## config.mk

```make
export PLATFORM = sky130hd
export DESIGN_NAME = deflate_fixed_huffman_encoder_unit
export DESIGN_NICKNAME = d
export VERILOG_FILES = /design/src/rtl/dfhe_pkg.sv /design/src/rtl/dfhe_front.sv /design/src/rtl/dfhe_queue.sv /design/src/rtl/dfhe_back.sv /design/src/rtl/deflate_fixed_huffman_encoder_unit.sv
export SDC_FILE = /design/constraint.sdc
export NUM_CORES = 1
export LEC_CHECK = 0
export BUFFER_PORTS_ARGS = -buffer_cell sky130_fd_sc_hd__buf_2
export CAP_MARGIN = 5
export CORE_ASPECT_RATIO = 1.2
export CORE_MARGIN = 1
export CORE_UTILIZATION = 30
export CTS_CLUSTER_SIZE = 10
export DETAILED_ROUTE_END_ITERATION = 10
export SETUP_SLACK_MARGIN = 0.5
export SLEW_MARGIN = 10
export SYNTH_ARGS = -nofsm -noshare
export SYNTH_HDL_FRONTEND = slang
export SYNTH_SLANG_ARGS = --single-unit
```

## constraint.sdc

```tcl
create_clock -name clock -period 15.77 [get_ports clock]
set_input_delay 2.3655 -clock clock [delete_from_list [all_inputs] [get_ports clock]]
set_output_delay 2.3655 -clock clock [all_outputs]
set_load 0.02 [all_outputs]
```

## src/rtl/dfhe_pkg.sv

```systemverilog
// Shared types and code tables for the fixed-Huffman DEFLATE encoder.
`timescale 1ns / 1ps
`default_nettype none

package dfhe_pkg;

   typedef enum logic [1:0] {
      REQ_LITERAL = 2'd0,
      REQ_MATCH   = 2'd1,
      REQ_EOB     = 2'd2,
      REQ_HEADER  = 2'd3
   } req_kind_type;

   localparam int SEG_W   = 31;
   localparam int NBITS_W = 5;
   localparam int BUF_W   = 40;
   localparam int CNT_W   = 6;
   localparam int QUEUE_DEPTH = 2;

   localparam logic [8:0] LIT_SPLIT   = 9'd144;
   localparam logic [8:0] LEN_MIN     = 9'd3;
   localparam logic [8:0] LEN_MAX     = 9'd258;
   localparam logic [15:0] DIST_MIN   = 16'd1;
   localparam logic [15:0] DIST_MAX   = 16'd32768;
   localparam logic [4:0] LEN_SHORT_LAST = 5'd22;
   localparam logic [4:0] LEN_LONG_FIRST = 5'd23;

   localparam logic [8:0] LEN_BASE [0:28] = '{
      9'd3, 9'd4, 9'd5, 9'd6, 9'd7, 9'd8, 9'd9, 9'd10, 9'd11, 9'd13, 9'd15, 9'd17,
      9'd19, 9'd23, 9'd27, 9'd31, 9'd35, 9'd43, 9'd51, 9'd59, 9'd67, 9'd83, 9'd99,
      9'd115, 9'd131, 9'd163, 9'd195, 9'd227, 9'd258
   };

   localparam logic [2:0] LEN_EXTRA [0:28] = '{
      3'd0, 3'd0, 3'd0, 3'd0, 3'd0, 3'd0, 3'd0, 3'd0, 3'd1, 3'd1, 3'd1, 3'd1,
      3'd2, 3'd2, 3'd2, 3'd2, 3'd3, 3'd3, 3'd3, 3'd3, 3'd4, 3'd4, 3'd4, 3'd4,
      3'd5, 3'd5, 3'd5, 3'd5, 3'd0
   };

   localparam logic [15:0] DIST_BASE [0:29] = '{
      16'd1, 16'd2, 16'd3, 16'd4, 16'd5, 16'd7, 16'd9, 16'd13, 16'd17, 16'd25,
      16'd33, 16'd49, 16'd65, 16'd97, 16'd129, 16'd193, 16'd257, 16'd385, 16'd513,
      16'd769, 16'd1025, 16'd1537, 16'd2049, 16'd3073, 16'd4097, 16'd6145,
      16'd8193, 16'd12289, 16'd16385, 16'd24577
   };

   localparam logic [3:0] DIST_EXTRA [0:29] = '{
      4'd0, 4'd0, 4'd0, 4'd0, 4'd1, 4'd1, 4'd2, 4'd2, 4'd3, 4'd3, 4'd4, 4'd4,
      4'd5, 4'd5, 4'd6, 4'd6, 4'd7, 4'd7, 4'd8, 4'd8, 4'd9, 4'd9, 4'd10, 4'd10,
      4'd11, 4'd11, 4'd12, 4'd12, 4'd13, 4'd13
   };

   typedef struct packed {
      logic [SEG_W-1:0]   bits;
      logic [NBITS_W-1:0] nbits;
      logic               eob;
   } seg_type;

endpackage

`default_nettype wire

```

## src/rtl/dfhe_front.sv

```systemverilog
// Request front end: saturate, classify and assemble one bit segment per request.
`timescale 1ns / 1ps
`default_nettype none

module dfhe_front
   import dfhe_pkg::*;
(
   input  wire logic        clock,
   input  wire logic        reset,
   input  wire logic        req_valid,
   output logic             req_ready,
   input  wire logic [1:0]  req_type,
   input  wire logic [7:0]  req_literal_byte,
   input  wire logic [8:0]  req_match_length,
   input  wire logic [15:0] req_match_distance,
   input  wire logic        req_final_block,
   output logic             seg_valid,
   input  wire logic        seg_ready,
   output seg_type          seg
);

   typedef struct packed {
      logic [8:0]  head;
      logic [3:0]  head_n;
      logic [4:0]  lext;
      logic [2:0]  lext_n;
      logic        has_dist;
      logic [4:0]  dcode;
      logic [12:0] dext;
      logic [3:0]  dext_n;
      logic        eob;
   } cls_type;

   function automatic logic [8:0] rev_code(input logic [8:0] code, input logic [3:0] n);
      logic [8:0] r;
      for (int i = 0; i < 9; i++) begin
         r[i] = code[8-i];
      end
      return r >> (4'd9 - n);
   endfunction

   cls_type      cls_in;
   cls_type      stage_ff;
   logic         stage_valid_ff;
   logic [8:0]   len_sat;
   logic [15:0]  dist_sat;
   logic [4:0]   len_idx;
   logic [4:0]   dist_idx;
   logic [8:0]   dcode_full;
   req_kind_type kind;
   logic [SEG_W-1:0]   acc;
   logic [NBITS_W-1:0] pos;

   assign kind = req_kind_type'(req_type);

   always_comb begin
      len_sat = req_match_length;
      if (req_match_length < LEN_MIN) begin
         len_sat = LEN_MIN;
      end else if (req_match_length > LEN_MAX) begin
         len_sat = LEN_MAX;
      end
      dist_sat = req_match_distance;
      if (req_match_distance < DIST_MIN) begin
         dist_sat = DIST_MIN;
      end else if (req_match_distance > DIST_MAX) begin
         dist_sat = DIST_MAX;
      end
      len_idx = '0;
      for (int i = 1; i < 29; i++) begin
         if (len_sat >= LEN_BASE[i]) begin
            len_idx = 5'(i);
         end
      end
      dist_idx = '0;
      for (int i = 1; i < 30; i++) begin
         if (dist_sat >= DIST_BASE[i]) begin
            dist_idx = 5'(i);
         end
      end
      dcode_full = rev_code({4'b0, dist_idx}, 4'd5);

      cls_in = '0;
      unique case (kind)
         REQ_LITERAL: begin
            if ({1'b0, req_literal_byte} < LIT_SPLIT) begin
               cls_in.head   = rev_code({1'b0, 8'h30 + req_literal_byte}, 4'd8);
               cls_in.head_n = 4'd8;
            end else begin
               cls_in.head   = rev_code(9'h190 + {1'b0, req_literal_byte} - LIT_SPLIT, 4'd9);
               cls_in.head_n = 4'd9;
            end
         end
         REQ_MATCH: begin
            if (len_idx <= LEN_SHORT_LAST) begin
               cls_in.head   = rev_code({4'b0, len_idx} + 9'd1, 4'd7);
               cls_in.head_n = 4'd7;
            end else begin
               cls_in.head   = rev_code({1'b0, 8'hC0 + {3'b0, len_idx - LEN_LONG_FIRST}}, 4'd8);
               cls_in.head_n = 4'd8;
            end
            cls_in.lext     = 5'(len_sat - LEN_BASE[len_idx]);
            cls_in.lext_n   = LEN_EXTRA[len_idx];
            cls_in.has_dist = 1'b1;
            cls_in.dcode    = dcode_full[4:0];
            cls_in.dext     = 13'(dist_sat - DIST_BASE[dist_idx]);
            cls_in.dext_n   = DIST_EXTRA[dist_idx];
         end
         REQ_EOB: begin
            cls_in.head_n = 4'd7;
            cls_in.eob    = 1'b1;
         end
         REQ_HEADER: begin
            cls_in.head   = {6'b0, 2'b01, req_final_block};
            cls_in.head_n = 4'd3;
         end
         default: begin
            cls_in = '0;
         end
      endcase
   end

   assign req_ready = !stage_valid_ff || seg_ready;
   assign seg_valid = stage_valid_ff;

   always_ff @(posedge clock) begin
      if (reset) begin
         stage_valid_ff <= 1'b0;
      end else if (req_valid && req_ready) begin
         stage_valid_ff <= 1'b1;
      end else if (seg_ready) begin
         stage_valid_ff <= 1'b0;
      end
   end

   always_ff @(posedge clock) begin
      if (req_valid && req_ready) begin
         stage_ff <= cls_in;
      end
   end

   always_comb begin
      acc = {22'b0, stage_ff.head};
      pos = {1'b0, stage_ff.head_n};
      acc = acc | (SEG_W'(stage_ff.lext) << pos);
      pos = pos + {2'b0, stage_ff.lext_n};
      if (stage_ff.has_dist) begin
         acc = acc | (SEG_W'(stage_ff.dcode) << pos);
         pos = pos + 5'd5;
         acc = acc | (SEG_W'(stage_ff.dext) << pos);
         pos = pos + {1'b0, stage_ff.dext_n};
      end
      seg.bits  = acc;
      seg.nbits = pos;
      seg.eob   = stage_ff.eob;
   end

endmodule

`default_nettype wire

```

## src/rtl/dfhe_queue.sv

```systemverilog
// Two-entry segment queue between the front end and the bit packer.
`timescale 1ns / 1ps
`default_nettype none

module dfhe_queue
   import dfhe_pkg::*;
(
   input  wire logic clock,
   input  wire logic reset,
   input  wire logic in_valid,
   output logic      in_ready,
   input  seg_type   in_seg,
   output logic      out_valid,
   input  wire logic out_ready,
   output seg_type   out_seg
);

   seg_type    mem_ff [QUEUE_DEPTH];
   logic       wr_ptr_ff;
   logic       rd_ptr_ff;
   logic [1:0] count_ff;
   logic       push;
   logic       pop;

   assign in_ready  = count_ff != 2'(QUEUE_DEPTH);
   assign out_valid = count_ff != 2'd0;
   assign out_seg   = mem_ff[rd_ptr_ff];
   assign push      = in_valid && in_ready;
   assign pop       = out_valid && out_ready;

   always_ff @(posedge clock) begin
      if (reset) begin
         wr_ptr_ff <= 1'b0;
         rd_ptr_ff <= 1'b0;
         count_ff  <= 2'd0;
      end else begin
         if (push) begin
            wr_ptr_ff <= !wr_ptr_ff;
         end
         if (pop) begin
            rd_ptr_ff <= !rd_ptr_ff;
         end
         if (push && !pop) begin
            count_ff <= count_ff + 2'd1;
         end else if (pop && !push) begin
            count_ff <= count_ff - 2'd1;
         end
      end
   end

   always_ff @(posedge clock) begin
      if (push) begin
         mem_ff[wr_ptr_ff] <= in_seg;
      end
   end

endmodule

`default_nettype wire

```

## src/rtl/dfhe_back.sv

```systemverilog
// Bit packer: merge segments into the bit buffer and emit bytes through an output register.
`timescale 1ns / 1ps
`default_nettype none

module dfhe_back
   import dfhe_pkg::*;
(
   input  wire logic  clock,
   input  wire logic  reset,
   input  wire logic  seg_valid,
   output logic       seg_ready,
   input  seg_type    seg,
   output logic       rsp_valid,
   input  wire logic  rsp_ready,
   output logic [7:0] rsp_out_byte,
   output logic       rsp_last_byte,
   output logic       rsp_block_done
);

   logic [BUF_W-1:0] buf_ff;
   logic [BUF_W-1:0] buf_in;
   logic [CNT_W-1:0] cnt_ff;
   logic [CNT_W-1:0] cnt_in;
   logic [CNT_W-1:0] sum;
   logic             eob_ff;
   logic             eob_in;
   logic             rsp_valid_ff;
   logic [7:0]       byte_ff;
   logic             last_ff;
   logic             done_ff;
   logic             below_byte;
   logic             pop;
   logic             emit;
   logic             last_now;

   assign below_byte = cnt_ff[CNT_W-1:3] == '0;
   assign seg_ready  = below_byte;
   assign pop        = seg_valid && below_byte;
   assign emit       = !below_byte && (!rsp_valid_ff || rsp_ready);
   assign last_now   = cnt_ff < CNT_W'(16);

   always_comb begin
      buf_in = buf_ff;
      cnt_in = cnt_ff;
      eob_in = eob_ff;
      sum    = cnt_ff + CNT_W'(seg.nbits);
      if (pop) begin
         buf_in = buf_ff | (BUF_W'(seg.bits) << cnt_ff[2:0]);
         eob_in = seg.eob;
         if (seg.eob) begin
            cnt_in = (sum + CNT_W'(7)) & ~CNT_W'(7);
         end else begin
            cnt_in = sum;
         end
      end else if (emit) begin
         buf_in = buf_ff >> 8;
         cnt_in = cnt_ff - CNT_W'(8);
      end
   end

   always_ff @(posedge clock) begin
      if (reset) begin
         buf_ff       <= '0;
         cnt_ff       <= '0;
         eob_ff       <= 1'b0;
         rsp_valid_ff <= 1'b0;
      end else begin
         buf_ff <= buf_in;
         cnt_ff <= cnt_in;
         eob_ff <= eob_in;
         if (emit) begin
            rsp_valid_ff <= 1'b1;
         end else if (rsp_ready) begin
            rsp_valid_ff <= 1'b0;
         end
      end
   end

   always_ff @(posedge clock) begin
      if (emit) begin
         byte_ff <= buf_ff[7:0];
         last_ff <= last_now;
         done_ff <= last_now && eob_ff;
      end
   end

   assign rsp_valid      = rsp_valid_ff;
   assign rsp_out_byte   = byte_ff;
   assign rsp_last_byte  = last_ff;
   assign rsp_block_done = done_ff;

endmodule

`default_nettype wire

```

## src/rtl/deflate_fixed_huffman_encoder_unit.sv

```systemverilog
// Top level of the fixed-Huffman DEFLATE encoder: front end, segment queue, bit packer.
//
//   channel  | ports                              | moves
//   ---------+------------------------------------+-------------------------------
//   request  | req_valid/req_ready + 5 fields     | one symbol or block control
//   response | rsp_valid/rsp_ready + 3 fields     | one stream byte, LSB first
//
// A request is registered in the front stage and then in the queue; the bit packer merges
// its segment into the bit buffer and emits each completed byte (0 to 4 bytes per request).
// The packer takes a new segment only once fewer than 8 bits are left in the bit buffer.
// Each byte passes through the output register before rsp_valid presents it.
// Synchronous reset empties the pipeline and clears the bit buffer.
// A stalled response backs up through the two-entry queue to req_ready.
`timescale 1ns / 1ps
`default_nettype none

module deflate_fixed_huffman_encoder_unit
   import dfhe_pkg::*;
(
   input  wire logic        clock,
   input  wire logic        reset,
   input  wire logic        req_valid,
   output logic             req_ready,
   input  wire logic [1:0]  req_type,
   input  wire logic [7:0]  req_literal_byte,
   input  wire logic [8:0]  req_match_length,
   input  wire logic [15:0] req_match_distance,
   input  wire logic        req_final_block,
   output logic             rsp_valid,
   input  wire logic        rsp_ready,
   output logic [7:0]       rsp_out_byte,
   output logic             rsp_last_byte,
   output logic             rsp_block_done
);

   seg_type front_seg;
   seg_type queue_seg;
   logic    front_valid;
   logic    front_ready;
   logic    queue_valid;
   logic    queue_ready;

   dfhe_front u_front (
      .clock              (clock),
      .reset              (reset),
      .req_valid          (req_valid),
      .req_ready          (req_ready),
      .req_type           (req_type),
      .req_literal_byte   (req_literal_byte),
      .req_match_length   (req_match_length),
      .req_match_distance (req_match_distance),
      .req_final_block    (req_final_block),
      .seg_valid          (front_valid),
      .seg_ready          (front_ready),
      .seg                (front_seg)
   );

   dfhe_queue u_queue (
      .clock     (clock),
      .reset     (reset),
      .in_valid  (front_valid),
      .in_ready  (front_ready),
      .in_seg    (front_seg),
      .out_valid (queue_valid),
      .out_ready (queue_ready),
      .out_seg   (queue_seg)
   );

   dfhe_back u_back (
      .clock          (clock),
      .reset          (reset),
      .seg_valid      (queue_valid),
      .seg_ready      (queue_ready),
      .seg            (queue_seg),
      .rsp_valid      (rsp_valid),
      .rsp_ready      (rsp_ready),
      .rsp_out_byte   (rsp_out_byte),
      .rsp_last_byte  (rsp_last_byte),
      .rsp_block_done (rsp_block_done)
   );

endmodule

`default_nettype wire

```

# Yosys cells after proc, flatten, opt, wreduce, memory -nomap -nowiden
# Memory sizes are Yosys's and may differ from the RTL's. A register that Yosys moved wholly into a read port is not among the register bits.
# Cells that the tools add are included.
totals:
  register_bits: 105
  ram_bits: 74
  romBits: 1024
  output_inout_bits: 12
  word_cells: 234
  n_memories: 5
op_classes:
  addsub: 16
  n_lt_le_gt_ge: 66
  n_eq_ne: 4
  shifts: 4
  n_mux: 90
  bitwise_logic: 6
  reduce_logical: 24
mem_list:
  columns: ["name", "depth", "word_bits", "read_ports", "rd_clocked_by_memory_dff", "wr", "line", "rtl"]
  rows:
  - ["(name not given)", 32, 16, 1, 0, 0, "dfhe_front.sv:106", "cls_in.dext = 13'(dist_sat - DIST_BASE[dist_idx]);"]
  - ["(name not given)", 32, 9, 1, 0, 0, "dfhe_front.sv:102", "cls_in.lext = 5'(len_sat - LEN_BASE[len_idx]);"]
  - ["(name not given)", 32, 4, 1, 0, 0, "dfhe_front.sv:107", "cls_in.dext_n = DIST_EXTRA[dist_idx];"]
  - ["(name not given)", 32, 3, 1, 1, 0, "dfhe_front.sv:103", "cls_in.lext_n = LEN_EXTRA[len_idx];"]
  - ["u_queue.mem_ff", 2, 37, 1, 1, 1, "dfhe_queue.sv:18", "seg_type mem_ff [QUEUE_DEPTH];"]
op_table:
  columns: ["operator", "count"]
  rows:
  - ["2-to-1 mux 5 bit", 30]
  - ["2-to-1 mux 40 bit", 2]
  - ["2-to-1 mux 4 bit", 18]
  - ["OR 31 bit", 2]
  - [">= comparator 9 x 4 -> 1 bit (second input constant)", 6]
  - [">= comparator 16 x 3 -> 1 bit (second input constant)", 3]
  - [">= comparator 9 x 5 -> 1 bit (second input constant)", 5]
  - ["OR 40 bit", 1]
  - ["<< shifter 31 x 3 -> 40 bit", 1]
  - ["2-to-1 mux 13 bit", 3]
  - [">= comparator 9 x 3 -> 1 bit (second input constant)", 4]
  - [">= comparator 9 x 6 -> 1 bit (second input constant)", 4]
  - [">= comparator 9 x 7 -> 1 bit (second input constant)", 4]
  - [">= comparator 9 x 8 -> 1 bit (second input constant)", 4]
  - [">= comparator 16 x 10 -> 1 bit (second input constant)", 2]
  - [">= comparator 16 x 11 -> 1 bit (second input constant)", 2]
  - [">= comparator 16 x 12 -> 1 bit (second input constant)", 2]
  - [">= comparator 16 x 13 -> 1 bit (second input constant)", 2]
  - [">= comparator 16 x 14 -> 1 bit (second input constant)", 2]
  - [">= comparator 16 x 15 -> 1 bit (second input constant)", 2]
  - [">= comparator 16 x 2 -> 1 bit (second input constant)", 2]
  - [">= comparator 16 x 4 -> 1 bit (second input constant)", 2]
  - [">= comparator 16 x 5 -> 1 bit (second input constant)", 2]
  - [">= comparator 16 x 6 -> 1 bit (second input constant)", 2]
  - ["other kinds (53)", 103]

# Depth between registers and ports, before layout
depth:
  word_depth: 39
  mapped_depth: 24
  mapped_depth_nobuf: 23

# Cells and area by module
# A second synthesis with hierarchy kept.
hier_totals:
  cells_unflattened: 1402
  area_unflattened_um2: 12954.9
by_module_without_submodules:
  columns: ["mod", "n_inst", "cells_each", "area_each_um2"]
  rows:
  - ["dfhe_front", 1, 896, 6585.1]
  - ["dfhe_back", 1, 367, 3480.8]
  - ["dfhe_queue", 1, 139, 2889.0]

# Worst setup path before layout
# OpenSTA, ideal clock, no wires.
synth_timing:
  path_kind: "input to register"
  from: "input port req_match_distance[3]"
  to: "register u_front.stage_ff[17] (netlist bit), data pin"
  setup_ps: 139
  arrival_ps: 7066
  required_time_ps: 15631
  setup_slack_ps: 8565
  stages: 22
  n_path_buf: 1
  path_cell_list: "clkbuf_1 -> nor4_4 -> o21ai_0 -> or3_2 -> and2_1 -> xnor2_1 -> a211o_1 -> a221oi_4 -> inv_1 -> ha_1 -> o31ai_1 -> nand2_1 -> fa_1 -> a21oi_1 -> o21bai_1 -> a21oi_1 -> o21bai_1 -> a21oi_1 -> o21ai_0 -> o41ai_1 -> xnor3_1 -> nor2_1"
synth_via:
  elab_chain_cells: 38
synth_lines:
  columns: ["element", "line", "rtl"]
  rows:
  - ["from (decl)", "deflate_fixed_huffman_encoder_unit.sv:27", "input wire logic [15:0] req_match_distance,"]
  - ["> comparator 16 bit", "dfhe_front.sv:66", "end else if (req_match_distance > DIST_MAX) begin"]
  - ["2-to-1 mux 16 bit", "dfhe_front.sv:66", null]
  - ["2-to-1 mux 16 bit (*)", "dfhe_front.sv:64", "if (req_match_distance < DIST_MIN) begin"]
  - [">= comparator 16 x 2 -> 1 bit", "dfhe_front.sv:77", "if (dist_sat >= DIST_BASE[i]) begin"]
  - ["2-to-1 mux 1 bit", "dfhe_front.sv:77", null]
  - ["2-to-1 mux 2 bit (2 in a row)", "dfhe_front.sv:77", null]
  - ["2-to-1 mux 3 bit (4 in a row)", "dfhe_front.sv:77", null]
  - ["2-to-1 mux 4 bit (8 in a row)", "dfhe_front.sv:77", null]
  - ["2-to-1 mux 5 bit (13 in a row)", "dfhe_front.sv:77", null]
  - ["2-to-1 mux 5 bit (*)", "dfhe_front.sv:77", null]
  - ["via u_front.dist_idx[0]", "dfhe_front.sv:48", "logic [4:0] dist_idx;"]
  - ["inverter 5 -> 6 bit (not written as such) (*)", "dfhe_front.sv:106", null]
  - ["memory (32 x 16 bit) (*)", null, null]
  - ["2-to-1 mux 13 bit (not written as such) (*) (2 in a row)", "dfhe_front.sv:106", null]
  - ["subtractor 13 bit (*)", "dfhe_front.sv:106", null]
  - ["to (signal assigned)", "dfhe_front.sv:138", "stage_ff <= cls_in;"]
  - ["to (decl)", "dfhe_front.sv:43", "cls_type stage_ff;"]
# Mark *: on every way through the listed nets, which the timed path passes. The rest lies on a longest branch. The select of a mux whose other input is x is not followed.
# A chain may end at the register's enable or synchronous reset.

# Final worst setup path
layout_timing:
  from: "input port req_match_distance[15]"
  to: "register u_front.stage_ff[17] (netlist bit), data pin"
# The elaborated chain is that of the path after synthesis.

==> results.md <==
- Outcome: complete, no violations
- Top post-synthesis cells by count: nand2_1, nor2_1, edfxtp_1
- Syn nets: 1492
- Largest net degree at the start of global routing: 53
- Worst Setup SP: req_match_distance[15]
- Routed length per instance: 16.0 microns
- Crit path max fanout: 23
- RR Endpoint: u_queue.mem_ff[0][17]
- Die Area: approximately 43000 sq um
- Fmax: 0.131 GHz
- Root buf cell: clkbuf_16
- CP peak stage delay: 0.52 ns
- Share of post-route cells with drive strength above 1: 12.6%
- Input/output buffers: 51
- Fillers: 4262
- Detailed placement HPWL: roughly 24000 microns
- Critical Path Sink Type: register
- FF+latch count, synth: 181
- Number of flops mapped to enable cells by yosys: 129
- Initial Util: 30.4%
- Pleak: just over 5 nW
- Crit path time final: 7.65 ns
- Sequential-to-total area share from yosys stat: 38.7%
- Global-route wire length before repair: roughly 52000 microns
- Synth top area cells: edfxtp_1, dfxtp_1, nand2_1, nor2_1, mux2i_1
- Hold Path Stages: 0
- Clk sinks: approximately 180
- DR pass1 iterations: 8
- Core Box Area: 41800 sq um
- Total congestion overflow: 0
- Final Max Slew Viols: 0
- Slew @ Worst Pin: about 1.0 ns
- # setup viols final: 0
- Worst Slack Setup Final: 8.12 ns
- Die Y: between 200 and 250 microns
- I/O pin count: 52
- Synth area leader: edfxtp_1
- Clk slew on worst S/H paths: 0.07 ns
- Post-synthesis cell count: 1404
- Clock Path Buffers: 2
- DIE WIDTH: 190 microns
- Total power: around 2 mW
- Nets: ~1500
- Crit path top cell by count: a21oi_1
- Final Hold Vio Count: 0
- Area delta synth->final: 10.4%
- Worst min-delay path class: register to register
- Gr usage total: 14.8%
- Setup TNS Final: 0 ns
- Initial antenna violation count: 0
- DR vias: 10300
- Gpl congestion: 0.919
- Mean number of vias per cell: 5.26
- CTS tree: done
- H-tree levels: 4
- Reg2Reg Setup Slack: 11.41 ns
- Inserted Diodes: 0
- Synth cell types: 88
- Pre-CTS setup slack: roughly 7.6 ns
- Ys flop type: edfxtp_1
- # Post-CTS Setup Buffers: 0
- Hold buffer count at CTS: 0
- PostCTS Resize Cnt: 0
- Worst VDD drop: 83.1 uV
- Reg-to-reg startpoint: u_front.stage_ff[32]
- Fraction of registers with async set/reset: 0%
- Worst-Skew Late Latency: ~0.44 ns
- Crit Path Category: input port to register
- Number of global-route vias before repair: 9929
- FF-to-FF path depth: 11
- Synth warn: 0
- Crit path capture: u_front.stage_ff[17]
- Inserted Clock Buffers: 17
- DRT Wirelength: 31400 microns
- Worst path arrival time: 7.95 ns
- Row Count: 82
- Design Area, Final: 14000 sq um
- Top cell type's share of synthesized area: 30.5%
- DRC viols: 0
- Avg Cell Area, Syn: 9.04 sq um
- RSZ-0062 raised after global routing: no
- Crit-path cells: buf_2 > nor2_1 > and4_4 > or3_2 > and2_1 > xnor2_1 > a211o_1 > a221oi_4 > inv_1 > ha_1 > o31ai_1 > nand2_1 > fa_1 > a21oi_1 > o21bai_1 > a21oi_1 > o21bai_1 > a21oi_1 > o21ai_0 > o41ai_1 > xnor3_1 > nor2_1
- Final ANT Viol Nets: 0
- Worst EP required: 16.07 ns
- Relative slew slack: 30.2%
- # Max-Cap Violations: 0
- DRT iter0 DRCs: 654
- Power Dens Cells: 143 nW/um^2
- CP max stage cell: or3_2
- Synth Cell Area: 12700 sq um
- Area after DPL: 13400 sq um
- Critical Path Source Type: input port
- Setup Skew: 0.0156 ns
- Final Cycle Share: 48.5%
==> worst max-delay path, delay by kind of cell <==
kind | cells | cell delay [ns]
AOI/OAI and AO/OA | 10 | 2.31
and+or+nand+nor | 6 | 1.54
adders and majority gates | 2 | 0.75
xor gates and xnor gates | 2 | 0.53
buffers and inverters | 2 | 0.45
==> registers in the layout, summed over array words and instances (netlist names), named ones only <==
name	cells
u_back.buf_ff	38
u_back.cnt_ff	6
u_back.eob_ff	1
u_back.rsp_block_done	1
u_back.rsp_last_byte	1
u_back.rsp_out_byte	8
u_back.rsp_valid	1
u_front.seg	1
u_front.seg_valid	1
u_front.stage_ff	44
u_queue.count_ff	2
u_queue.mem_ff	74
u_queue.rd_ptr_ff	1
u_queue.wr_ptr_ff	1
==> layer usage <==
layer  track usage [%]  wire, microns  vias to the layer above
li1                  -              -                     5150
met1              18.2          14000                     4901
met2              26.2          15500                      218
met3              1.94            961                       58
met4              6.04            989                        0
met5                 0              0                        -
==> cell type report <==
class                      count  area, sq um  area share (%)
inverter                      55          206            1.47
tap                          546          683            4.88
sequential                   181         4920            35.1
multi-input combinational   1082         7230            51.6
clock inverter                15          179            1.28
clock buffer                  17          425            3.04
timing repair buffer          66          368            2.63
==> per-stage QoR <==
step,cells,hold WS [ns],util (%)
floorplan,1404,0.408,-
global placement,1930,0.415,32.1
detailed placement,1930,0.423,32.1
CTS,1962,0.440,33.6
global route,1962,0.450,33.6
finish,1962,0.436,33.6
==> worst min-delay path by stage <==
stage | slack [ns] | to | startpoint
floorplan | 0.41 | u_back.rsp_out_byte[5] | u_back.buf_ff[5]
global placement | 0.42 | u_back.rsp_out_byte[5] | u_back.buf_ff[5]
detailed placement | 0.42 | u_back.rsp_out_byte[5] | u_back.buf_ff[5]
CTS | 0.44 | u_back.rsp_out_byte[5] | u_back.buf_ff[5]
global route | 0.45 | u_back.rsp_out_byte[1] | u_back.buf_ff[1]
finish | 0.44 | u_back.rsp_out_byte[5] | u_back.buf_ff[5]
==> where the power goes <==
group          switching (mW)  total [mW]  internal [mW]
Clock                   0.211       0.440          0.229
Sequential             0.0469       0.679          0.632
Combinational           0.556       0.886          0.330
Total                   0.814        2.01           1.19
==> kinds of logic (layout without fill, tap and decap cells) <==
logic type                 Yosys count  after routing  share of synthesized area (%)
and+or+nand+nor                    531            531                           19.9
AOI/OAI and AO/OA                  360            360                           18.5
xor gates and xnor gates            38             38                           2.73
DFF                                181            181                           38.7
muxes                              105            105                           10.8
buffers and inverters              141            153                           4.37
adders and majority gates           48             48                           5.03
==> layout by cell type, fill, tap and decap left out, types with 19 or more instances in the layout <==
cell type  netlist  routed
inv_1           51      51
mux2_2          23      23
nor2_1         159     158
buf_2            8      51
nand2_1        159     159
dfxtp_1         52      51
ha_1            43      43
a21oi_1        101     101
edfxtp_1       129     129
nand3_1         19      19
xnor2_1         24      24
mux2i_1         59      59
nor3_1          75      75
o21ai_0         82      82
nor2b_1         21      21
mux4_2          23      23
o22ai_1         31      31
No activity file was read; power rests on OpenSTA's default activity.
